`src/sv/swdh_pkg.sv`:
```
// ----------------------------------------------------------------------------
// swdh_pkg
// Shared types and constants for the SWD host debug-port transaction engine.
// ----------------------------------------------------------------------------
package swdh_pkg;

   // High clocks in each line-reset segment of a select
   localparam int RESET_CLOCKS = 52;

   // Item kind carried on tuser
   localparam logic MODE_START = 1'b0;
   localparam logic MODE_CLOCK = 1'b1;

   // Operations
   localparam logic [1:0] OP_SELECT = 2'd0;
   localparam logic [1:0] OP_READ   = 2'd1;
   localparam logic [1:0] OP_WRITE  = 2'd2;

   // Completion status
   localparam logic [1:0] ST_OK         = 2'd0;
   localparam logic [1:0] ST_ACK_FAULT  = 2'd1;
   localparam logic [1:0] ST_PARITY_ERR = 2'd2;

   // Select segments, kept in the low bits of the data shifter
   localparam logic [1:0] SEG_RESET_A = 2'd0;
   localparam logic [1:0] SEG_SWITCH  = 2'd1;
   localparam logic [1:0] SEG_RESET_B = 2'd2;
   localparam logic [1:0] SEG_IDLE    = 2'd3;

   // Expected ACK (OK), first sampled bit in bit 0
   localparam logic [2:0] ACK_OK = 3'b001;

   // Switch sequence, bit i is sent on clock i of the switch segment
   localparam logic [15:0] SWITCH_SEQ = 16'b1110_0111_1001_1110;

   // Clock index landmarks of a DP read or write
   localparam logic [7:0] CI_REQ_LAST   = 8'd7;
   localparam logic [7:0] CI_ACK_FIRST  = 8'd9;
   localparam logic [7:0] CI_ACK_MID    = 8'd10;
   localparam logic [7:0] CI_ACK_LAST   = 8'd11;
   localparam logic [7:0] CI_RD_DATA_END = 8'd43;
   localparam logic [7:0] CI_RD_PARITY  = 8'd44;
   localparam logic [7:0] CI_RD_DONE    = 8'd48;
   localparam logic [7:0] CI_WR_TURN    = 8'd12;
   localparam logic [7:0] CI_WR_DATA_END = 8'd44;
   localparam logic [7:0] CI_WR_PARITY  = 8'd45;
   localparam logic [7:0] CI_WR_DONE    = 8'd47;

   typedef struct packed {
      logic        busy;
      logic [1:0]  op;
      logic [7:0]  clock_index;
      logic [31:0] data_shift;
      logic        parity;
      logic [2:0]  ack;
      logic [1:0]  addr;
   } engine_state_type;

   typedef struct packed {
      logic        mode;
      logic [1:0]  operation;
      logic [3:0]  byte_address;
      logic [31:0] write_data;
      logic        line_sample;
   } req_item_type;

   typedef struct packed {
      logic [31:0] read_data;
      logic [2:0]  ack_code;
      logic [1:0]  status;
      logic        line_drive;
      logic        line_out;
      logic        clock_pulse;
   } rsp_payload_type;

endpackage

```
`src/sv/swdh_step.sv`:
```
// ----------------------------------------------------------------------------
// swdh_step
// Next-state and result logic for one SWCLK period or start transaction.
// ----------------------------------------------------------------------------
module swdh_step import swdh_pkg::*; (
   input  engine_state_type cur_state,
   input  req_item_type     item,
   output engine_state_type nxt_state,
   output rsp_payload_type  result,
   output logic             done_res
);

   logic [1:0] seg;
   logic [8:0] seg_len;
   logic [8:0] ci_inc;
   logic [7:0] ci;
   logic       is_read;
   logic       a2;
   logic       a3;
   logic       s;
   logic       lo;

   assign ci      = cur_state.clock_index;
   assign ci_inc  = {1'b0, ci} + 9'd1;
   assign seg     = cur_state.data_shift[1:0];
   assign is_read = (cur_state.op == OP_READ);
   assign a2      = cur_state.addr[0];
   assign a3      = cur_state.addr[1];
   assign s       = item.line_sample;

   always_comb begin
      nxt_state          = cur_state;
      result             = '0;
      result.line_drive  = 1'b1;
      done_res           = 1'b0;
      lo                 = 1'b0;
      seg_len            = 9'(RESET_CLOCKS);

      if (item.mode == MODE_START) begin
         if (!cur_state.busy && (item.operation != 2'd3)) begin
            nxt_state.busy        = 1'b1;
            nxt_state.op          = item.operation;
            nxt_state.clock_index = '0;
            nxt_state.data_shift  = (item.operation == OP_WRITE) ? item.write_data : '0;
            nxt_state.parity      = 1'b0;
            nxt_state.ack         = '0;
            nxt_state.addr        = item.byte_address[3:2];
         end
      end else if (cur_state.busy) begin
         result.clock_pulse = 1'b1;
         if (cur_state.op == OP_SELECT) begin
            unique case (seg)
               SEG_SWITCH: begin
                  seg_len = 9'd16;
                  lo      = SWITCH_SEQ[ci[3:0]];
               end
               SEG_IDLE: begin
                  seg_len = 9'd8;
                  lo      = 1'b0;
               end
               default: begin
                  seg_len = 9'(RESET_CLOCKS);
                  lo      = 1'b1;
               end
            endcase
            if (ci_inc >= seg_len) begin
               nxt_state.clock_index = '0;
               if (seg == SEG_IDLE) begin
                  done_res             = 1'b1;
                  nxt_state.busy       = 1'b0;
                  nxt_state.data_shift = '0;
               end else begin
                  nxt_state.data_shift = {30'd0, seg + 2'd1};
               end
            end else begin
               nxt_state.clock_index = ci_inc[7:0];
            end
         end else begin
            nxt_state.clock_index = ci_inc[7:0];
            if (ci <= CI_REQ_LAST) begin
               // request header: start, APnDP, RnW, A2, A3, parity, stop, park
               unique case (ci[2:0])
                  3'd0:    lo = 1'b1;
                  3'd1:    lo = 1'b0;
                  3'd2:    lo = is_read;
                  3'd3:    lo = a2;
                  3'd4:    lo = a3;
                  3'd5:    lo = a2 ^ a3 ^ is_read;
                  3'd6:    lo = 1'b0;
                  default: lo = 1'b1;
               endcase
            end else if (ci <= CI_ACK_LAST) begin
               // turnaround, then three ACK bits
               result.line_drive = 1'b0;
               lo                = 1'b1;
               if (ci == CI_ACK_FIRST) nxt_state.ack[0] = cur_state.ack[0] | s;
               if (ci == CI_ACK_MID)   nxt_state.ack[1] = cur_state.ack[1] | s;
               if (ci == CI_ACK_LAST) begin
                  nxt_state.ack[2] = cur_state.ack[2] | s;
                  if (nxt_state.ack != ACK_OK) begin
                     done_res       = 1'b1;
                     result.status  = ST_ACK_FAULT;
                     nxt_state.busy = 1'b0;
                  end
               end
            end else if (is_read) begin
               if (ci <= CI_RD_DATA_END) begin
                  result.line_drive    = 1'b0;
                  lo                   = 1'b1;
                  nxt_state.data_shift = {s, cur_state.data_shift[31:1]};
                  nxt_state.parity     = cur_state.parity ^ s;
               end else if (ci == CI_RD_PARITY) begin
                  result.line_drive = 1'b0;
                  lo                = 1'b1;
                  if (s != cur_state.parity) begin
                     done_res       = 1'b1;
                     result.status  = ST_PARITY_ERR;
                     nxt_state.busy = 1'b0;
                  end
               end else begin
                  lo = 1'b0;
                  if (ci >= CI_RD_DONE) begin
                     done_res         = 1'b1;
                     nxt_state.busy   = 1'b0;
                     result.read_data = cur_state.data_shift;
                  end
               end
            end else begin
               if (ci == CI_WR_TURN) begin
                  result.line_drive = 1'b0;
                  lo                = 1'b1;
               end else if (ci <= CI_WR_DATA_END) begin
                  lo                   = cur_state.data_shift[0];
                  nxt_state.parity     = cur_state.parity ^ cur_state.data_shift[0];
                  nxt_state.data_shift = {1'b0, cur_state.data_shift[31:1]};
               end else if (ci == CI_WR_PARITY) begin
                  lo = cur_state.parity;
               end else begin
                  lo = 1'b0;
                  if (ci >= CI_WR_DONE) begin
                     done_res       = 1'b1;
                     nxt_state.busy = 1'b0;
                  end
               end
            end
         end
      end

      result.line_out = lo;
      result.ack_code = nxt_state.ack;
   end

endmodule

```
`src/sv/swd_host_dp_transaction.sv`:
```
// ----------------------------------------------------------------------------
// swd_host_dp_transaction
// SWD host engine: line reset and select, DP register read and DP write.
// ----------------------------------------------------------------------------
//
//  Channel  Dir  Handshake              Content
//  req_     in   req_tvalid/req_tready  start or one SWCLK period with sample
//  rsp_     out  rsp_tvalid/rsp_tready  SWCLK/SWDIO control, status, read data
//
//  Every accepted transaction yields exactly one response, registered and shown in the next cycle.
//  A new request is accepted each cycle while the response register is empty
//  or being drained, so the sustained rate is one transaction per clock; the
//  only stall source is rsp_tready low with a response held.
//  Reset clears the engine state and the response valid flag; the engine
//  starts idle.
//
module swd_host_dp_transaction import swdh_pkg::*; (
   input  logic        clock,
   input  logic        reset,
   input  logic        req_tvalid,
   output logic        req_tready,
   input  logic [39:0] req_tdata,  // operation[1:0], byte_address[5:2],
                                   // write_data[37:6], line_sample[38], zero[39]
   input  logic        req_tuser,  // mode[0]: 0 start, 1 clock period
   output logic        rsp_tvalid,
   input  logic        rsp_tready,
   output logic [39:0] rsp_tdata,  // clock_pulse[0], line_out[1], line_drive[2],
                                   // status[4:3], ack_code[7:5], read_data[39:8]
   output logic        rsp_tlast   // done_res: final clock of a transaction
);

   engine_state_type state_ff;
   engine_state_type state_in;
   req_item_type     item;
   rsp_payload_type  result;
   logic             done_res;

   logic             rsp_valid_ff;
   logic             rsp_valid_in;
   rsp_payload_type  rsp_data_ff;
   logic             rsp_last_ff;
   logic             req_accept;

   // Unpack the request transaction
   assign item.mode         = req_tuser;
   assign item.operation    = req_tdata[1:0];
   assign item.byte_address = req_tdata[5:2];
   assign item.write_data   = req_tdata[37:6];
   assign item.line_sample  = req_tdata[38];

   swdh_step u_step (
      .cur_state (state_ff),
      .item      (item),
      .nxt_state (state_in),
      .result    (result),
      .done_res  (done_res)
   );

   // Take a new request whenever the response slot is free or draining
   assign req_tready = !rsp_valid_ff || rsp_tready;
   assign req_accept = req_tvalid && req_tready;

   always_comb begin
      rsp_valid_in = rsp_valid_ff;
      if (req_accept) begin
         rsp_valid_in = 1'b1;
      end else if (rsp_tready) begin
         rsp_valid_in = 1'b0;
      end
   end

   // Advance the engine only on an accepted transaction
   always_ff @(posedge clock) begin
      if (reset) begin
         state_ff     <= '0;
         rsp_valid_ff <= 1'b0;
      end else begin
         rsp_valid_ff <= rsp_valid_in;
         if (req_accept) begin
            state_ff <= state_in;
         end
      end
   end

   // Response payload: load on accept, hold otherwise
   always_ff @(posedge clock) begin
      if (req_accept) begin
         rsp_data_ff <= result;
         rsp_last_ff <= done_res;
      end
   end

   assign rsp_tvalid = rsp_valid_ff;
   assign rsp_tdata  = rsp_data_ff;
   assign rsp_tlast  = rsp_last_ff;

   // Non-OK status only appears on the closing clock
   a_status_on_done: assert property (@(posedge clock) disable iff (reset)
      rsp_tvalid && (rsp_data_ff.status != ST_OK) |-> rsp_tlast)
      else $error("status reported without transaction end");

   // Closing clock always issues an SWCLK pulse
   a_done_has_clock: assert property (@(posedge clock) disable iff (reset)
      rsp_tvalid && rsp_tlast |-> rsp_data_ff.clock_pulse)
      else $error("transaction end without SWCLK");

   // Read data is only shown on a clean completion
   a_read_data_clean: assert property (@(posedge clock) disable iff (reset)
      rsp_tvalid && (rsp_data_ff.read_data != '0) |->
         rsp_tlast && (rsp_data_ff.status == ST_OK))
      else $error("read data outside a clean completion");

   // Idle engine issues no clock
   a_idle_no_clock: assert property (@(posedge clock) disable iff (reset)
      req_accept && !state_ff.busy |=> !rsp_data_ff.clock_pulse && !rsp_tlast)
      else $error("clock issued while idle");

   // Released line reads as pull-up level
   a_release_high: assert property (@(posedge clock) disable iff (reset)
      rsp_tvalid && !rsp_data_ff.line_drive |-> rsp_data_ff.line_out)
      else $error("released line not at pull-up level");

endmodule
```
`config.mk`:
```
export PLATFORM = sky130hd
export DESIGN_NAME = swd_host_dp_transaction
export DESIGN_NICKNAME = d
export VERILOG_FILES = /design/src/sv/swdh_pkg.sv /design/src/sv/swdh_step.sv /design/src/sv/swd_host_dp_transaction.sv
export SDC_FILE = /design/constraint.sdc
export NUM_CORES = 1
export LEC_CHECK = 0
export BUFFER_PORTS_ARGS = -buffer_cell sky130_fd_sc_hd__buf_2
export CAP_MARGIN = 0
export CORE_UTILIZATION = 25
export DETAILED_ROUTE_END_ITERATION = 7
export PLACE_DENSITY_LB_ADDON = 0.15
export REMOVE_ABC_BUFFERS = 1
export SLEW_MARGIN = 20
export SYNTH_ARGS = -nofsm -noshare
export SYNTH_HDL_FRONTEND = slang
export SYNTH_SLANG_ARGS = --single-unit
```
`constraint.sdc`:
```
create_clock -name clock -period 4.65 [get_ports clock]
set_clock_uncertainty 0.2 [all_clocks]
set_input_delay 0.465 -clock clock [delete_from_list [all_inputs] [get_ports clock]]
set_output_delay 0.465 -clock clock [all_outputs]
set_load 0.05 [all_outputs]
```
==> results of run 1 <==
## registers in the layout, indices dropped and copies added (netlist names), named ones only
register    cells
rsp_tdata      40
state_ff       49
rsp_tlast       1
rsp_tvalid      1
## placed cells by master (no fill, tap or decap), types with 3 or more instances in the layout
cell,instances
and2_1,37
inv_1,13
o21ai_0,5
clkbuf_16,9
buf_4,8
o31ai_1,3
nor3_1,3
mux2i_1,4
a22o_1,4
a211oi_1,4
a22oi_1,34
a211oi_2,32
a21oi_1,53
nor4_1,4
xnor2_1,4
inv_2,3
clkinv_4,3
o21ai_1,3
buf_2,84
edfxtp_1,41
a31oi_1,8
nand3_1,5
nor2_1,28
dfxtp_1,51
ha_1,14
nand2_1,24
nand2b_1,4
## report_power, final
group          switching [mW]  total (mW)  internal [mW]  leakage, nW
Combinational           0.164       0.225         0.0604         1.06
Sequential             0.0175       0.894          0.877        0.818
Clock                   0.336       0.701          0.365        0.136
## final timing paths
kind / from / end / depth (start not counted)
worst max register to register: state_ff[38]$_SDFFE_PP0P_ / flip-flop / 14
worst min-delay path: req_tvalid / rsp_tvalid$_SDFFE_PP0P_ / 3
worst min register to register: rsp_tvalid$_SDFFE_PP0P_ / rsp_tvalid$_SDFFE_PP0P_ / 2
worst max-delay path: state_ff[38]$_SDFFE_PP0P_ / flip-flop / 14
## worst register-to-register path, delay by kind of cell (launching register included)
| kind | cells | cell delay, ns |
|---|---|---|
| compound gates | 7 | 1.40 |
| fa+ha+maj | 3 | 0.96 |
| flops | 1 | 0.45 |
| simple gates | 2 | 0.35 |
| buf+inv | 1 | 0.20 |
| xor+xnor | 1 | 0.17 |
## logic make-up (layout without fill, tap and decap cells)
kind of cell | after synthesis | in the layout | synth area share, %
AO/OA/AOI/OAI | 171 | 171 | 28.1
adder cells (fa/ha/maj) | 14 | 14 | 3.71
XOR/XNOR | 6 | 6 | 1.11
multiplexers | 4 | 4 | 0.849
AND/OR/NAND/NOR | 120 | 120 | 13.4
buffers and inverters | 53 | 124 | 5.09
flip-flops | 92 | 92 | 47.7
## layout make-up
cell class	instances	area (µm²)
tap	229	287
multi-input combinational	315	2250
sequential	92	2250
inverter	16	60.1
timing repair buffer	92	480
clock buffer	9	225
clock inverter	7	52.6
fill	1910	12600
## through the flow
stage / std cells / area, µm² / util (%) / worst slack, ns
6_report: 760 / 5610 / 30.8 / 0.848
5_1_grt: 760 / 5610 / 30.8 / 0.567
4_1_cts: 760 / 5610 / 30.8 / 0.825
3_5_place_dp: 744 / 5330 / 29.3 / 0.864
3_3_place_gp: 744 / 5330 / 29.3 / 0.915
2_1_floorplan: 423 / 4540 / - / 0.317
## layer usage
metal,vias to the layer above,part of all wire (%),global-route usage (%)
met4,0,2.5,6.84
met3,18,4.2,2.55
li1,1858,-,-
met2,106,46,23.0
met5,-,0,0
met1,1852,47,17.7
==> results.md, run 1 <==
* Post-layout total power at 1.82 mW
* Clock sinks at 92
* Post-synth cell types at 58
* Net count, final at 585
* Slowest CP cell: dfxtp_1
* All-Layer GR Usage at 14.0%
* Period minus WS final at approximately 3.8 ns
* Die Ht at 139 µm
* Die area at a little under 0.02 mm²
* Final hold viol count at 0
* Layout area overhead at 18.8%
* Netlist Area Pre-Place at 0.00472 mm²
* Clock transition at path regs at 0.07 ns
* Fmax at 0.263 GHz
* Final worst-path cycle share at 81.8%
* Setup violators final at 0
* Top-area cell type share of the netlist area at approximately a quarter
* DIE WIDTH at 139 µm
* Antenna violations before repair at 0
* Area contributors post-synth: edfxtp_1, dfxtp_1, a211oi_2
* Number of synthesized flops with an enable pin at 41
* Core box area at 0.0182 mm²
* CP max FO at 8
* Pwr Density at roughly 320 mW/mm²
* Async SR Flop Fraction at 0%
* Drt total wl at 12.9 mm
* Rows at 49
* Vias per cell at roughly 5.0
* Final slew viol count at 0
* Post-route ant nets at 0
* 1st-pass router iterations at 4
* Worst Setup End Kind: flip-flop
* Initial Util at 25.9%
* TritonCTS clock tree: built
* TritonCTS Buffers at 9
* # H-tree levels at 3
* TNS Setup at 0 ns
* Largest net degree at the start of global routing at 34
* Min-Delay Path Class: in2reg
* Mean post-synth cell area at ~10 µm²
* CP Cell Sequence: ha_1 -> and3_4 -> xor2_1 -> ha_1 -> a21o_1 -> a211oi_1 -> o221ai_2 -> a211oi_2 -> buf_4 -> nand2_1 -> a21oi_1 -> ha_1 -> o22ai_1 -> o2bb2ai_1
* Worst vdd ir at 0.000145 V
* Clock Path Buffers at 2
* Required time of the critical path at roughly 4.7 ns
* Cell mode on critical path: ha_1
* Synth area leader: edfxtp_1
* Worst slew pin tran at 0.951 ns
* Leakage at 2.02 nW
* Worst skew pair latency at between 0.3 and 0.4 ns
* GRT overflow at 0
* Layout cells sized above 1 at between 20% and 30%
* Hold Slack at 0.155 ns
* RSZ-0062 raised after global routing: false
* Reg2reg setup slack at 0.85 ns
* DR WL/cell at about 17 µm
* Post-CTS sizing at 0
* Vias in the first global route at 3896
* HPWL after DPL at 8.74 mm
* Startpoint types: flip-flop
* Crit Path Category: reg2reg
* Max_slew headroom at a little over a third
* Top post-synthesis cells by count: a21oi_1, dfxtp_1, edfxtp_1, and2_1, a22oi_1
* Port buffer count at 84
* Ant. Diodes at 0
* WP buf/inv at 1
* First-pass GRT wire length at 21.0 mm
* Synth warn at 0
* Max_cap viols at 0
* #FFs+latches synth at 92
* Mapped Cells at 460
* Delay of the slowest critical-path stage at 0.45 ns
* Status: finished clean
* Count leader, synth: a21oi_1
* Post-cts hold buffer count at 0
* IO Pins at 88
* DR iter-0 viols at 196
* Clock root buffer: clkbuf_16
* Crit path arrival time at between 3 and 4 ns
* Setup bufs post-CTS at 0
* Main flop type after synthesis: dfxtp_1
* DRC violation count after routing at 0
* Delay-heaviest family, CP: compound AO/OA/AOI/OAI gates
* Routability cong. at 0.826
* Vias at ~3800
* Seq/Total Area, Yosys at 47.7%
(Power assumes the default switching activity.)
==> run 2: changes to the inputs <==
==> constraint.sdc (replaced) <==
create_clock -name clock -period 3.2 [get_ports clock]
set_clock_uncertainty 0.2 [all_clocks]
set_input_delay 0.32 -clock clock [delete_from_list [all_inputs] [get_ports clock]]
set_output_delay 0.32 -clock clock [all_outputs]
set_load 0.05 [all_outputs]
==> run 2 against run 1 <==
Die area unchanged. Cell area increased by 5.1%. Non-clock buffer count increased by 27. Power increased by 49%. Worst setup slack got worse by 0.77 ns. Routed wire length increased by 3.0%. Hold slack got worse by 0.13 ns.
==> results.md, run 2 (same netlist as run 1, synthesis figures left out) <==
* Status: finished clean
* Period minus WS final at 3.12 ns
* TritonCTS clock tree: built
* Delay-heaviest family, CP: compound AO/OA/AOI/OAI gates
* Routability cong. at 0.847
* Rows at 49
* Final hold viol count at 0
* TritonCTS Buffers at 9
* Crit Path Category: reg2reg
* 1st-pass router iterations at 5
* Max reg flops at 49
* DRC violation count after routing at 0
* Pwr Density at 459 mW/mm²
* Final worst-path cycle share at 97.5%
* Clock transition at path regs at 0.06 ns
* Clock Path Buffers at 2
* Startpoint types: flip-flop
* Antenna violations before repair at 0
* Die area at approximately 0.019 mm²
* Reg2reg setup slack at 0.08 ns
* Delay of the slowest critical-path stage at 0.33 ns
* CP Launch Point: state_ff[38]$_SDFFE_PP0P_
* Worst Setup End Kind: flip-flop
* Die Ht at 139 µm
* Final slew viol count at 0
* Worst vdd ir at between 0.0002 and 0.00025 V
* Core box area at 0.0182 mm²
* Crit path arrival time at ~3.2 ns
* Slowest CP cell: dfxtp_2
* Post-layout util at 32.4%
* RSZ-0062 raised after global routing: true
* Drt total wl at 13.2 mm
* Net count, final at 612
* Port buffer count at 84
* Clock sinks at 92
* Ant. Diodes at 0
* Largest net degree at the start of global routing at 34
* CP Cell Sequence: ha_2 -> and3_4 -> xor2_1 -> ha_1 -> a21o_1 -> a211oi_2 -> o221ai_2 -> a211oi_2 -> nand2_1 -> a21oi_2 -> ha_1 -> o22ai_1 -> o2bb2ai_1
* DR WL/cell at 16.8 µm
* Min-Delay Path Class: in2reg
* Vias at 3836
* Layout cells sized above 1 at approximately 34%
* IO Pins at 88
* Layout area overhead at 24.9%
* DR iter-0 viols at about 190
* DIE WIDTH at 139 µm
* # H-tree levels at 3
* TNS Setup at 0 ns
* Initial Util at 25.9%
* WP buf/inv at 0
* Required time of the critical path at 3.27 ns
* CP max FO at 3
* Clock root buffer: clkbuf_16
* Reg-to-Reg Start: state_ff[38]$_SDFFE_PP0P_
* Worst skew pair latency at 0.35 ns
* Worst hold start: req_tdata[5]
* Fillers at 1894
* HPWL after DPL at between 9 and 10 mm
* Worst slew pin tran at 0.594 ns
* First-pass GRT wire length at about 21 mm
* Leakage at 2.19 nW
* Hold Slack at approximately 0.024 ns
* Number of cells on the worst reg-to-reg path at 13
* Worst hold path cell count at 3
* Max_cap viols at 0
* Number of cells on the critical path at 13
* Hold Path Sink: state_ff[1]$_SDFFE_PP0P_
* Post-cts hold buffer count at 0
* Most frequent cells in the layout: buf_2, a21oi_1, dfxtp_1
* Commonest non-fill, non-tap cell in the layout: buf_2
* GRT overflow at 0
* Vias in the first global route at 3921
* Vias per cell at 4.87
* Largest Register: state_ff
* All-Layer GR Usage at 14.1%
* Post-route ant nets at 0
* Setup violators final at 0
* Fmax at roughly 0.32 GHz
* Max_slew headroom at 60.2%
==> run 2: changes by cell type in the layout (fill, tap and decap cells not counted), moves of 3 or more <==
cell	change
buf_4	+23
dfxtp_1	-4
dfxtp_2	+4
buf_6	+3
clkbuf_1	+3
nand2_1	-3
==> run 2: layout make-up <==
type	count	area, µm²	area share [%]
inverter	16	60.1	1.02
tap	229	287	4.86
clock inverter	4	52.6	0.892
multi-input combinational	315	2290	38.9
sequential	92	2260	38.3
timing repair buffer	119	707	12.0
clock buffer	12	236	4.01
==> run 2: how the worst max path moves through the flow <==
stage | end
floorplan | state_ff[20]$_SDFFE_PP0P_
global placement | flip-flop
detailed placement | flip-flop
CTS | flip-flop
global route | flip-flop
finish | flip-flop
==> run 2: where the power goes <==
part / internal, mW / switching, mW
sequential: 1.27 / 0.0241
combinational: 0.0985 / 0.244
clock: 0.609 / 0.458
total: 1.98 / 0.726
==> run 2: per-layer routing <==
layer	up-vias	global-route usage, %	wire length [µm]	share of wire, %
li1	1907	-	-	-
met1	1834	18.6	6450	49
met2	89	23.5	6260	47
met3	6	2.89	449	3.4
met4	0	3.33	68	0.51
met5	-	0	0	0
==> run 2: worst register-to-register path: cells and delay by family (launching register included) <==
kind                     cells  cell delay (ns)
adder cells (fa/ha/maj)      3             0.74
AO/OA/AOI/OAI                7             1.33
AND/OR/NAND/NOR              2             0.32
flip-flops                   1             0.33
XOR/XNOR                     1             0.14
==> run 2: stage by stage <==
stage                     cells  worst slack (ns)  power, mW  area (µm²)
after detailed placement    767            -0.129       1.67        5510
after global routing        787            -0.110       2.82        5890
after floorplan             423             -1.13       1.53        4540
after global placement      767           -0.0720       1.66        5510
final                       787            0.0796       2.71        5890
after CTS                   784            0.0257       2.74        5820
==> run 2: repair_timing <==
| item | 4_1_cts | 5_1_grt |
|---|---|---|
| buffers inserted | 1 | 3 |
| gates resized for setup | 2 | 18 |
| pin swaps | 1 | 11 |
| endpoints found under the setup margin | 33 | 33 |
==> run 3: changes to the inputs <==
--- a/config.mk
+++ b/config.mk
@@ -14,4 +14,5 @@
 export SLEW_MARGIN = 20
 export SYNTH_ARGS = -nofsm -noshare
 export SYNTH_HDL_FRONTEND = slang
+export SYNTH_HIERARCHICAL = 1
 export SYNTH_SLANG_ARGS = --single-unit
==> run 3 against run 2 <==
Flip-flop and latch count down 1. First-iteration DRC count up 79%. Worst setup slack better by 0.10 ns. Highest routed layer unchanged. Clock power up 13%.
==> results.md, run 3 <==
* P_sw at 0.929 mW
* Fin cells at 1156
* Worst skew pair latency at approximately 0.35 ns
* Clock Path Buffers at 2
* Max_cap viols at 0
* Worst hold start: req_tdata[5]
* Layout area overhead at 18.4%
* GRT overflow at 0
* Crit Path Category: reg2reg
* Vias at slightly below 6000
* All-Layer GR Usage at roughly 16%
* Main flop type after synthesis: dfxtp_1
* Min-Delay Path Class: in2reg
* Rows at 58
* First-pass GRT wire length at 32.6 mm
* DRC violation count after routing at 0
* TritonCTS clock tree: built
* Mapped Cells at 769
* Worst vdd ir at between 0.0002 and 0.00025 V
* Crit path arrival time at 3.09 ns
* Number of synthesized flops with an enable pin at 41
* Post-synth cell types at between 70 and 80
* Pwr Density at 402 mW/mm²
* Post-layout total power at 3.06 mW
* Comb power frac at ~18%
* Commonest non-fill, non-tap cell in the layout: a21oi_1
* Required time of the critical path at around 3.3 ns
* Core box area at 0.0252 mm²
* Count leader, synth: a21oi_1
* Final worst-path cycle share at 94.4%
* Worst Setup End Kind: flip-flop
* Sw Share at roughly 30%
* Top post-synthesis cells by count: a21oi_1, nand2_1, clkbuf_1, nand3_1, dfxtp_1
* Netlist Area Pre-Place at about 0.0064 mm²
* DIE WIDTH at 162 µm
* Startpoint types: flip-flop
* Most frequent cells in the layout: a21oi_1, buf_2, nand2_1
* Clock transition at path regs at 0.07 ns
* Area of the multi-input gates at between 0.003 and 0.004 mm²
* Initial Util at about 25%
* Area contributors post-synth: edfxtp_1, dfxtp_1, a21oi_1
* Reg-to-Reg Start: state_ff[38]$_SDFFE_PP0P_
* #FFs+latches synth at 91
* Post-layout util at 30.2%
* CP Launch Point: state_ff[38]$_SDFFE_PP0P_
* Mean post-synth cell area at 8.35 µm²
* CP max FO at 7
* Post-CTS sizing at 0
* Vias per cell at 5.11
* 1st-pass router iterations at 4
* Synth area leader: edfxtp_1
* Antenna violations before repair at 2
* Async SR Flop Fraction at 0%
* Largest Register: state_ff
* Clock share of power at 39.7%
* Port buffer count at 84
* Net count, final at 875
* Period minus WS final at 3.02 ns
* Storage element area at 0.00223 mm²
* Seq/Total Area, Yosys at 34.8%
* TritonCTS Buffers at 9
* Max_slew headroom at 38.3%
* Routability cong. at 0.810
* Part of the power in registers at 42.7%
* DR WL/cell at 18.0 µm
* Leakage at 2.59 nW
* Post-cts hold buffer count at 0
* Drt total wl at 20.9 mm
* Vias in the first global route at 5565
* Setup violators final at 0
* Max reg flops at 49
* Final hold viol count at 0
* IO Pins at 88
* Die area at 0.0263 mm²
* HPWL after DPL at 13.3 mm
* Status: finished clean
* Post-route ant nets at 0
* Fmax at 0.331 GHz
* Layout cells sized above 1 at 24.6%
* Setup bufs post-CTS at 0
* Clock sinks at 91
* Placed instance count at 1138
* Worst slew pin tran at 0.925 ns
* Fillers at around 2700
* Clock root buffer: clkbuf_16
* Top-area cell type share of the netlist area at 19.2%
* DR iter-0 viols at 339
* Synth warn at 6
* Die Ht at 162 µm
* RSZ-0062 raised after global routing: false
* Largest net degree at the start of global routing at 72
* # H-tree levels at 3
* Final slew viol count at 0
* P_int at 2.13 mW
-- run 3: cell count changes in the layout (fill, tap and decap cells not counted), moves of 26 or more --
| cell | change |
|---|---|
| a21oi_2 | +37 |
| a21oi_1 | +34 |
| nand3_1 | +50 |
| a211oi_2 | -33 |
| o21ai_0 | +31 |
| a22oi_1 | -31 |
| a2bb2oi_1 | +26 |
| and2_1 | -30 |
| nand2_1 | +53 |
| a21bo_1 | +39 |
-- run 3: cell families after synthesis --
kind of cell	after synthesis	share of synthesized area [%]
simple gates	217	17.1
mux	11	1.81
fa+ha+maj	11	2.14
compound gates	310	34.6
flops	91	34.8
buf+inv	119	8.21
xor+xnor	10	1.36
-- run 3: final timing paths --
path	to	slack, ns	cells after the start
max reg2reg	state_ff[48]$_SDFFE_PP0P_	0.18	12
min reg2reg	state_ff[4]$_SDFFE_PP0P_	0.40	2
max	state_ff[48]$_SDFFE_PP0P_	0.18	12
min	state_ff[1]$_SDFFE_PP0P_	0.18	4
-- run 3: power groups by stage --
stage               Clock (mW)  Combinational [mW]  Sequential, mW
finish                    1.21               0.537            1.31
global route              1.29               0.583            1.31
global placement             0               0.540            1.33
CTS                       1.25               0.542            1.31
detailed placement           0               0.540            1.33
floorplan                    0               0.226            1.42
-- run 3: layout make-up --
class                   count  area share (%)
repair buffers            122            10.6
flip-flops and latches     91            29.4
well taps                 330            5.43
diodes                      2          0.0658
clock buffers               9            2.96
clock inverters             7            1.28
inverters                  36            1.78
multi-input cells         559            48.5
-- run 3: routing by layer --
metal	vias up	wire, µm	track usage [%]
li1	2935	-	-
met1	2838	10100	21.9
met2	129	9610	25.9
met3	8	1010	2.78
met4	0	167	3.64
met5	-	0	0
-- run 3: stage by stage --
stage	cell area (µm²)	hold WS (ns)	setup slack, ns	setup TNS, ns
CTS	7590	0.174	0.122	0
detailed placement	7260	0.389	0.150	0
floorplan	6030	0.182	-0.637	-14.13
global placement	7260	0.383	0.171	0
finish	7600	0.175	0.181	0
global route	7600	0.192	0.0186	0
-- run 3: critical path, cell delays in order (launching register included) --
cell,delay (ns)
dfxtp_1,0.42
ha_1,0.22
nand3_2,0.11
buf_4,0.18
or4b_1,0.49
a221oi_2,0.29
buf_4,0.18
nor2_2,0.07
buf_4,0.15
a32o_1,0.25
a21oi_1,0.16
nand3_1,0.08
a21oi_1,0.14
